--- config.mk ---
export PLATFORM = sky130hd
export DESIGN_NAME = lcd_mode_timing_registers
export DESIGN_NICKNAME = d
export VERILOG_FILES = /design/src/hdl/lcdt_pkg.sv /design/src/hdl/lcdt_step.sv /design/src/hdl/lcd_mode_timing_registers.sv
export SDC_FILE = /design/constraint.sdc
export NUM_CORES = 1
export LEC_CHECK = 0
export BUFFER_PORTS_ARGS = -buffer_cell sky130_fd_sc_hd__buf_2
export CAP_MARGIN = 20
export CORE_MARGIN = 4
export CORE_UTILIZATION = 42
export CTS_CLUSTER_DIAMETER = 150
export DETAILED_ROUTE_END_ITERATION = 10
export MAX_ROUTING_LAYER = met4
export SLEW_MARGIN = 20
export SYNTH_ARGS = -nofsm -noshare
export SYNTH_HDL_FRONTEND = slang
export SYNTH_SLANG_ARGS = --single-unit
--- constraint.sdc ---
create_clock -name i_clk -period 10.5 [get_ports i_clk]
set_input_delay 1.05 -clock i_clk [delete_from_list [all_inputs] [get_ports i_clk]]
set_output_delay 1.05 -clock i_clk [all_outputs]
set_load 0.005 [all_outputs]
--- src/hdl/lcdt_pkg.sv ---
// Shared types, register map and timing constants for the LCD mode timing block.
// Used by lcdt_step, the top level lcd_mode_timing_registers and lcdt_checker.
`default_nettype none

package lcdt_pkg;

    // Line timing in dot clocks
    localparam logic [8:0] SEARCH_CYCLES   = 9'd80;
    localparam logic [8:0] TRANSFER_CYCLES = 9'd172;
    localparam logic [8:0] HBLANK_CYCLES   = 9'd204;
    localparam logic [8:0] LINE_CYCLES     = 9'd456;
    localparam logic [7:0] VISIBLE_LINES   = 8'd144;
    localparam logic [7:0] TOTAL_LINES     = 8'd154;

    localparam logic [15:0] CLOCK_MAX      = 16'hFFFF;

    // Control and status bits
    localparam logic [7:0] STAT_MODE_CLEAR = 8'hFC;
    localparam logic [7:0] STAT_WR_MASK    = 8'h78;
    localparam logic [7:0] STAT_WR_KEEP    = 8'h07;
    localparam logic [7:0] STAT_MATCH      = 8'h04;
    localparam logic [7:0] STAT_MATCH_IE   = 8'h40;
    localparam logic [7:0] STAT_READ_SET   = 8'h80;
    localparam logic [7:0] CTRL_ENABLE     = 8'h80;
    localparam logic [7:0] UNMAPPED_DATA   = 8'hFF;

    localparam int unsigned ITEM_TDATA_W   = 32;
    localparam int unsigned ITEM_TUSER_W   = 3;
    localparam int unsigned RES_TDATA_W    = 24;

    typedef enum logic [2:0] {
        CMD_TICK        = 3'd0,
        CMD_READ        = 3'd1,
        CMD_WRITE       = 3'd2,
        CMD_TAKE_VBLANK = 3'd3,
        CMD_TAKE_LCD    = 3'd4
    } t_cmd;

    typedef enum logic [15:0] {
        ADDR_LCDC = 16'hFF40,
        ADDR_STAT = 16'hFF41,
        ADDR_SCY  = 16'hFF42,
        ADDR_SCX  = 16'hFF43,
        ADDR_LY   = 16'hFF44,
        ADDR_LYC  = 16'hFF45,
        ADDR_DMA  = 16'hFF46,
        ADDR_BGP  = 16'hFF47,
        ADDR_OBP0 = 16'hFF48,
        ADDR_OBP1 = 16'hFF49,
        ADDR_WY   = 16'hFF4A,
        ADDR_WX   = 16'hFF4B
    } t_addr;

    typedef enum logic [3:0] {
        MODE_HBLANK   = 4'b0001,
        MODE_VBLANK   = 4'b0010,
        MODE_SEARCH   = 4'b0100,
        MODE_TRANSFER = 4'b1000
    } t_line_mode;

    typedef struct packed {
        logic [15:0] mode_clock;
        t_line_mode  line_mode;
        logic [7:0]  line_count;
        logic [7:0]  lcd_control;
        logic [7:0]  lcd_status;
        logic [7:0]  scroll_y;
        logic [7:0]  scroll_x;
        logic [7:0]  line_compare;
        logic [7:0]  bg_palette;
        logic [7:0]  obj_palette_zero;
        logic [7:0]  obj_palette_one;
        logic [7:0]  window_y;
        logic [7:0]  window_x;
        logic [7:0]  dma_source;
        logic        vblank_pending;
        logic        lcd_pending;
    } t_lcd_state;

    typedef struct packed {
        logic [2:0]  command;
        logic [6:0]  cycles;
        logic [15:0] address;
        logic [7:0]  write_value;
    } t_item;

    typedef struct packed {
        logic [7:0] read_data;
        logic       irq_taken;
        logic [1:0] current_mode;
        logic [7:0] current_line;
    } t_result;

    // Status/bus encoding of the one-hot line mode
    function automatic logic [1:0] mode_code(input t_line_mode m);
        logic [1:0] c;
        c = 2'd0;
        unique case (m)
            MODE_HBLANK:   c = 2'd0;
            MODE_VBLANK:   c = 2'd1;
            MODE_SEARCH:   c = 2'd2;
            MODE_TRANSFER: c = 2'd3;
            default:       c = 2'd0;
        endcase
        return c;
    endfunction

endpackage

`default_nettype wire

--- src/hdl/lcdt_step.sv ---
// Next-state and result logic for one command of the LCD mode timing block.
// Purely combinational; state is held by the top level. Uses lcdt_pkg.
`default_nettype none

module lcdt_step (
    input  var lcdt_pkg::t_lcd_state i_state,
    input  var lcdt_pkg::t_item      i_item,
    output lcdt_pkg::t_lcd_state     o_state,
    output lcdt_pkg::t_result        o_result
);

    always_comb begin
        lcdt_pkg::t_lcd_state nxt;
        logic [16:0] sum;
        logic [15:0] clk_sat;
        logic [7:0]  line_inc;
        logic [7:0]  rd;
        logic        taken;

        nxt      = i_state;
        rd       = 8'd0;
        taken    = 1'b0;
        sum      = {1'b0, i_state.mode_clock} + {10'd0, i_item.cycles};
        clk_sat  = sum[16] ? lcdt_pkg::CLOCK_MAX : sum[15:0];
        line_inc = i_state.line_count + 8'd1;

        unique case (i_item.command)
            lcdt_pkg::CMD_TICK: begin
                if ((i_state.lcd_control & lcdt_pkg::CTRL_ENABLE) == 8'd0) begin
                    nxt.line_count = 8'd0;
                    nxt.line_mode  = lcdt_pkg::MODE_HBLANK;
                    nxt.mode_clock = 16'd0;
                end else begin
                    nxt.mode_clock = clk_sat;
                    // at most one mode transition per tick
                    unique case (i_state.line_mode)
                        lcdt_pkg::MODE_SEARCH: begin
                            if (clk_sat >= {7'd0, lcdt_pkg::SEARCH_CYCLES}) begin
                                nxt.mode_clock = clk_sat - {7'd0, lcdt_pkg::SEARCH_CYCLES};
                                nxt.line_mode  = lcdt_pkg::MODE_TRANSFER;
                            end
                        end
                        lcdt_pkg::MODE_TRANSFER: begin
                            if (clk_sat >= {7'd0, lcdt_pkg::TRANSFER_CYCLES}) begin
                                nxt.mode_clock = clk_sat - {7'd0, lcdt_pkg::TRANSFER_CYCLES};
                                nxt.line_mode  = lcdt_pkg::MODE_HBLANK;
                            end
                        end
                        lcdt_pkg::MODE_HBLANK: begin
                            if (clk_sat >= {7'd0, lcdt_pkg::HBLANK_CYCLES}) begin
                                nxt.mode_clock = clk_sat - {7'd0, lcdt_pkg::HBLANK_CYCLES};
                                nxt.line_count = line_inc;
                                if (line_inc == lcdt_pkg::VISIBLE_LINES) begin
                                    nxt.line_mode      = lcdt_pkg::MODE_VBLANK;
                                    nxt.vblank_pending = 1'b1;
                                end else begin
                                    nxt.line_mode = lcdt_pkg::MODE_SEARCH;
                                end
                            end
                        end
                        default: begin
                            // vblank: whole lines until the frame wraps
                            if (clk_sat >= {7'd0, lcdt_pkg::LINE_CYCLES}) begin
                                nxt.mode_clock = clk_sat - {7'd0, lcdt_pkg::LINE_CYCLES};
                                if (line_inc >= lcdt_pkg::TOTAL_LINES) begin
                                    nxt.line_count = 8'd0;
                                    nxt.line_mode  = lcdt_pkg::MODE_SEARCH;
                                end else begin
                                    nxt.line_count = line_inc;
                                end
                            end
                        end
                    endcase

                    nxt.lcd_status = (i_state.lcd_status & lcdt_pkg::STAT_MODE_CLEAR)
                                   | {6'd0, lcdt_pkg::mode_code(nxt.line_mode)};
                    if (nxt.line_count == i_state.line_compare) begin
                        nxt.lcd_status = nxt.lcd_status | lcdt_pkg::STAT_MATCH;
                        if ((nxt.lcd_status & lcdt_pkg::STAT_MATCH_IE) != 8'd0) begin
                            nxt.lcd_pending = 1'b1;
                        end
                    end else begin
                        nxt.lcd_status = nxt.lcd_status & ~lcdt_pkg::STAT_MATCH;
                    end
                end
            end
            lcdt_pkg::CMD_READ: begin
                unique case (i_item.address)
                    lcdt_pkg::ADDR_LCDC: rd = i_state.lcd_control;
                    lcdt_pkg::ADDR_STAT: rd = i_state.lcd_status | lcdt_pkg::STAT_READ_SET;
                    lcdt_pkg::ADDR_SCY:  rd = i_state.scroll_y;
                    lcdt_pkg::ADDR_SCX:  rd = i_state.scroll_x;
                    lcdt_pkg::ADDR_LY:   rd = i_state.line_count;
                    lcdt_pkg::ADDR_LYC:  rd = i_state.line_compare;
                    lcdt_pkg::ADDR_DMA:  rd = i_state.dma_source;
                    lcdt_pkg::ADDR_BGP:  rd = i_state.bg_palette;
                    lcdt_pkg::ADDR_OBP0: rd = i_state.obj_palette_zero;
                    lcdt_pkg::ADDR_OBP1: rd = i_state.obj_palette_one;
                    lcdt_pkg::ADDR_WY:   rd = i_state.window_y;
                    lcdt_pkg::ADDR_WX:   rd = i_state.window_x;
                    default:             rd = lcdt_pkg::UNMAPPED_DATA;
                endcase
            end
            lcdt_pkg::CMD_WRITE: begin
                unique case (i_item.address)
                    lcdt_pkg::ADDR_LCDC: nxt.lcd_control = i_item.write_value;
                    lcdt_pkg::ADDR_STAT: begin
                        nxt.lcd_status = (i_state.lcd_status & lcdt_pkg::STAT_WR_KEEP)
                                       | (i_item.write_value & lcdt_pkg::STAT_WR_MASK);
                    end
                    lcdt_pkg::ADDR_SCY:  nxt.scroll_y = i_item.write_value;
                    lcdt_pkg::ADDR_SCX:  nxt.scroll_x = i_item.write_value;
                    lcdt_pkg::ADDR_LY:   nxt.line_count = 8'd0;
                    lcdt_pkg::ADDR_LYC:  nxt.line_compare = i_item.write_value;
                    lcdt_pkg::ADDR_DMA:  nxt.dma_source = i_item.write_value;
                    lcdt_pkg::ADDR_BGP:  nxt.bg_palette = i_item.write_value;
                    lcdt_pkg::ADDR_OBP0: nxt.obj_palette_zero = i_item.write_value;
                    lcdt_pkg::ADDR_OBP1: nxt.obj_palette_one = i_item.write_value;
                    lcdt_pkg::ADDR_WY:   nxt.window_y = i_item.write_value;
                    lcdt_pkg::ADDR_WX:   nxt.window_x = i_item.write_value;
                    default: ;
                endcase
                // status, line and compare writes re-check the line compare
                if ((i_item.address == lcdt_pkg::ADDR_STAT
                     || i_item.address == lcdt_pkg::ADDR_LY
                     || i_item.address == lcdt_pkg::ADDR_LYC)
                    && (nxt.lcd_status & lcdt_pkg::STAT_MATCH_IE) != 8'd0
                    && nxt.line_count == nxt.line_compare) begin
                    nxt.lcd_pending = 1'b1;
                end
            end
            lcdt_pkg::CMD_TAKE_VBLANK: begin
                taken              = i_state.vblank_pending;
                nxt.vblank_pending = 1'b0;
            end
            lcdt_pkg::CMD_TAKE_LCD: begin
                taken           = i_state.lcd_pending;
                nxt.lcd_pending = 1'b0;
            end
            default: ;
        endcase

        o_state                = nxt;
        o_result.read_data     = rd;
        o_result.irq_taken     = taken;
        o_result.current_mode  = lcdt_pkg::mode_code(nxt.line_mode);
        o_result.current_line  = nxt.line_count;
    end

endmodule

`default_nettype wire

--- src/hdl/lcd_mode_timing_registers.sv ---
// A result is valid on o_m_* in the cycle after its command is accepted
// when the result register is free; a stalled result delays the next by the stall.
// Throughput: one command per cycle while o_s_tready is high; the state register
// updates on accept, so back-to-back commands see each other's effects without stalls.
// A two-entry result buffer keeps o_s_tready high while one result is stalled.
// Reset (synchronous, active low) clears all registers, flags, the line
// machine and the result buffer. Uses lcdt_pkg and lcdt_step.
`default_nettype none

module lcd_mode_timing_registers (
    input  wire                                 i_clk,
    input  wire                                 i_rst_n,
    input  wire                                 i_s_tvalid,
    output logic                                o_s_tready,
    // [6:0] cycles, [22:7] address, [30:23] write_value, [31] zero
    input  wire  [lcdt_pkg::ITEM_TDATA_W-1:0]   i_s_tdata,
    // [2:0] command
    input  wire  [lcdt_pkg::ITEM_TUSER_W-1:0]   i_s_tuser,
    output logic                                o_m_tvalid,
    input  wire                                 i_m_tready,
    // [7:0] read_data, [8] irq_taken, [10:9] current_mode,
    // [18:11] current_line, [23:19] zero
    output logic [lcdt_pkg::RES_TDATA_W-1:0]    o_m_tdata
);

    lcdt_pkg::t_lcd_state r_state;
    lcdt_pkg::t_lcd_state n_state;
    lcdt_pkg::t_item      item;
    lcdt_pkg::t_result    step_result;

    logic                 r_out_valid;
    logic                 n_out_valid;
    lcdt_pkg::t_result    r_out;
    lcdt_pkg::t_result    n_out;
    logic                 r_skid_valid;
    logic                 n_skid_valid;
    lcdt_pkg::t_result    r_skid;
    lcdt_pkg::t_result    n_skid;

    logic                 accept;
    logic                 out_free;
    lcdt_pkg::t_lcd_state step_state;

    assign item.command     = i_s_tuser[2:0];
    assign item.cycles      = i_s_tdata[6:0];
    assign item.address     = i_s_tdata[22:7];
    assign item.write_value = i_s_tdata[30:23];

    lcdt_step u_step (
        .i_state  (r_state),
        .i_item   (item),
        .o_state  (step_state),
        .o_result (step_result)
    );

    assign o_s_tready = !r_skid_valid;
    assign accept     = i_s_tvalid && o_s_tready;
    assign out_free   = !r_out_valid || i_m_tready;

    always_comb begin
        n_state      = accept ? step_state : r_state;
        n_out_valid  = r_out_valid;
        n_out        = r_out;
        n_skid_valid = r_skid_valid;
        n_skid       = r_skid;
        if (out_free) begin
            // drain the skid entry first so results stay in order
            if (r_skid_valid) begin
                n_out_valid  = 1'b1;
                n_out        = r_skid;
                n_skid_valid = 1'b0;
            end else begin
                n_out_valid = accept;
                n_out       = step_result;
            end
        end else if (accept) begin
            n_skid_valid = 1'b1;
            n_skid       = step_result;
        end
    end

    always_ff @(posedge i_clk) begin
        if (!i_rst_n) begin
            r_state      <= '{line_mode: lcdt_pkg::MODE_HBLANK, default: '0};
            r_out_valid  <= 1'b0;
            r_skid_valid <= 1'b0;
        end else begin
            r_state      <= n_state;
            r_out_valid  <= n_out_valid;
            r_skid_valid <= n_skid_valid;
        end
    end

    always_ff @(posedge i_clk) begin
        r_out  <= n_out;
        r_skid <= n_skid;
    end

    assign o_m_tvalid = r_out_valid;
    assign o_m_tdata  = {5'd0, r_out.current_line, r_out.current_mode,
                         r_out.irq_taken, r_out.read_data};

endmodule

`default_nettype wire

==> impl_metrics.tcl <==
set metrics [dict create \
    status "finished clean" \
    period_needed_ns 6.61 \
    period_share_pct 62.9 \
    drtPass1Iterations 7 \
    cts_hold_buffers 0 \
    max_freq_ghz 0.151 \
    grt_start_max_net_pins 106 \
    grtUsageTotal_pct 23.2 \
    htree_levels 4 \
    clock_latency_ns 0.43 \
    hold_viol_final 0 \
    p_comb_share_pct 7.3 \
    clock_power_share_pct 46.3 \
    dp_hpwl_um 20800 \
    pwr-share-seq_pct 46.4 \
    core-area_um2 23600 \
    slew_violations 0 \
    grt_pass1_wl_um 48200 \
    rrSetupSlack_ns 4.31 \
    tightest_slew_ns 0.997 \
    p_int_uw 1010 \
    drt-total-wl_um 30100 \
    r2r_cells 18 \
    setup-violations-final 0 \
    numCtsBuffers 17 \
    synth_seq_cells 157 \
    synth_area_per_cell_um2 8.25 \
    required_ns 10.68 \
    chipHeight_um 163 \
    worstReg2RegEnd "o_m_tdata[10]" \
    slowest_stage "or2_1" \
    async_flop_share_pct 0 \
    cp.depth 19 \
    antenna_found_initial 0 \
    port_buffers 58 \
    synthTopCellsByArea "dfxtp_1, edfxtp_1, nand2_1" \
    cp-endpoint "o_m_tdata[10]" \
    antenna_left 0 \
    tns_ns 0 \
    ys_types 89 \
    final_common_cell "nand2_1" \
    crit_arrival_ns 6.79 \
    hold_class "reg2reg" \
    vias 9371 \
    cp-start-kind "primary input" \
    start_util_pct 42.9 \
    clock-skew-final_ns 0.0141 \
    drive_above_1_share_pct 13.2 \
    max_stage_delay_ns 0.71 \
    place_area_um2 10600 \
    rows 56 \
    drtIter0Drc 1126 \
    synth_ff_type "dfxtp_1" \
    power.leakage_uw 0.00380 \
    wl_per_cell_um 19.3 \
    ctsLongestPathBuffers 2 \
    viasPerCell 6.00 \
    overflow 0 \
    synth-edff-count 38 \
    p_sw_share_pct 26.4 \
    die_w_um 163 \
    r2r_start "r_state[102]" \
    path_delay_family "compound AO/OA/AOI/OAI gates" \
    cts_tree "done" \
    io_pins 65 \
    cp_max_fo 18 \
    syn_area_um2 10100 \
    crit_chain "buf_2, ha_1, fa_1, a211oi_2, o21a_2, or4_1, nand2_1, inv_1, ha_1, nor4b_1, nand4_1, a2111oi_2, or2_1, a21oi_1, a221oi_1, xor2_1, and3_1, a31o_2, mux2_2" \
    critPathKind "in2reg" \
    synthCells 1227 \
    critPathLaunch "i_s_tdata[0]" \
    grt_pass1_vias 8665 \
    max-cap-violations 0 \
    power_density_nw_per_um2 123 \
    cts_resized 0 \
    end_kind "register" \
    ys_warn_count 0 \
    synth_top_area_share_pct 23.5 \
    rsz0062_at_grt "false" \
    final_nets 1284 \
    fin_area_um2 11200 \
    critPathMostFrequentCell "ha_1" \
    ir_drop_uv 85.9 \
    cts_setup_buffers 0 \
    relSlewSlack_pct 32.6 \
    ys_seq_area_share_pct 34.8 \
    num_antenna_cells 0 \
    clk_pin_slew_ns 0.07 \
    cts_root_buffer "clkbuf_16" \
    path_buf_inv 2 \
    area_delta_synth_final_pct 10.5 \
    yosys.area.top_type "dfxtp_1" \
    drc 0 \
    finalWeightedCongestion 0.926 \
    cts.sinks 157 \
    power.net_switching_uw 364 \
    die-area_um2 26700 \
    final_cell_mix "nand2_1, dfxtp_1, nand3_1" \
]
-- cell usage after synthesis (4+ instances only) --
master / instances
inv_1: 23
or3_1: 4
edfxtp_1: 38
nand3b_1: 6
clkbuf_1: 85
a22oi_1: 34
nand2_1: 162
nor2b_1: 21
mux2i_1: 28
and2_1: 19
a222oi_1: 8
nor4b_1: 6
dfxtp_1: 119
o211ai_1: 5
o31ai_1: 5
nor3b_1: 10
nand3_1: 98
xnor2_1: 26
nor4_1: 7
a21oi_1: 43
buf_4: 6
a221oi_1: 13
o221ai_1: 4
mux2_2: 23
xor2_1: 26
nor2_1: 80
a21boi_0: 79
and3_1: 10
a31o_2: 4
a21o_1: 4
a211o_1: 5
o21ai_1: 5
o21a_1: 6
a22o_1: 4
a211oi_1: 6
or4_1: 4
a31oi_1: 8
nand4_1: 15
nand2b_1: 7
a311oi_1: 6
nor3_1: 23
ha_1: 15
o21ai_0: 58
-- metrics by stage --
step / worst slack [ns] / hold slack [ns] / util (%) / power, uW / cells
floorplan: 4.90 / 0.430 / - / 717 / 1231
global placement: 3.62 / 0.452 / 44.8 / 752 / 1529
detailed placement: 3.56 / 0.459 / 44.8 / 753 / 1529
CTS: 4.00 / 0.468 / 47.4 / 1390 / 1561
global route: 3.50 / 0.487 / 47.4 / 1420 / 1561
finish: 3.89 / 0.466 / 47.4 / 1380 / 1561
-- how the worst min path moves through the flow --
stage / start / end / depth (start not counted)
final: r_state[7] / r_state[7] / 2
after global routing: r_state[87] / r_state[87] / 2
after CTS: r_state[7] / r_state[7] / 2
after detailed placement: r_state[7] / r_state[7] / 2
after global placement: r_state[8] / r_state[8] / 2
after floorplan: r_state[76] / r_state[76] / 2
-- tightest hold or removal path, cell delays in order (launching register included) --
cell      delay [ns]
dfxtp_1         0.31
nand2_1         0.05
a21boi_0        0.06
-- power by group through the flow --
stage	logic, uW	clock network [uW]	registers [uW]
2_1_floorplan	69.5	0	648
3_3_place_gp	99.0	0	653
3_5_place_dp	99.9	0	653
4_1_cts	100	646	639
5_1_grt	111	673	641
6_report	101	638	640
-- sequential cells by signal, summed over array words and instances (netlist names) --
signal	cells
r_skid	19
o_m_tvalid	1
r_skid_valid	1
r_state	117
o_m_tdata	19
-- area by class of cell --
cell class,instances,area (um2)
clock buffers,18,439
clock inverters,14,163
fillers,2337,12400
inverters,23,86.3
multi-input cells,953,6150
flip-flops and latches,157,3520
well taps,319,399
repair buffers,77,433
-- routing by layer --
| metal | routed length, um | share of wire [%] | GRT usage, % |
|---|---|---|---|
| met1 | 13600 | 45 | 30.7 |
| met2 | 14400 | 48 | 37.6 |
| met3 | 1560 | 5.2 | 2.95 |
| met4 | 552 | 1.8 | 6.29 |
| met5 | 0 | 0 | - |
-- kinds of logic (layout without fill, tap and decap cells) --
group	after synthesis	count (layout)	synth area share, %
and+or+nand+nor	490	490	23.8
DFF	157	157	34.8
other	1	5	0.0370
buffers and inverters	121	132	4.95
AOI/OAI and AO/OA	338	338	24.4
adders and majority gates	16	16	2.05
xor gates and xnor gates	52	52	4.50
muxes	52	52	5.46
Power figures use the tool's default switching activity.
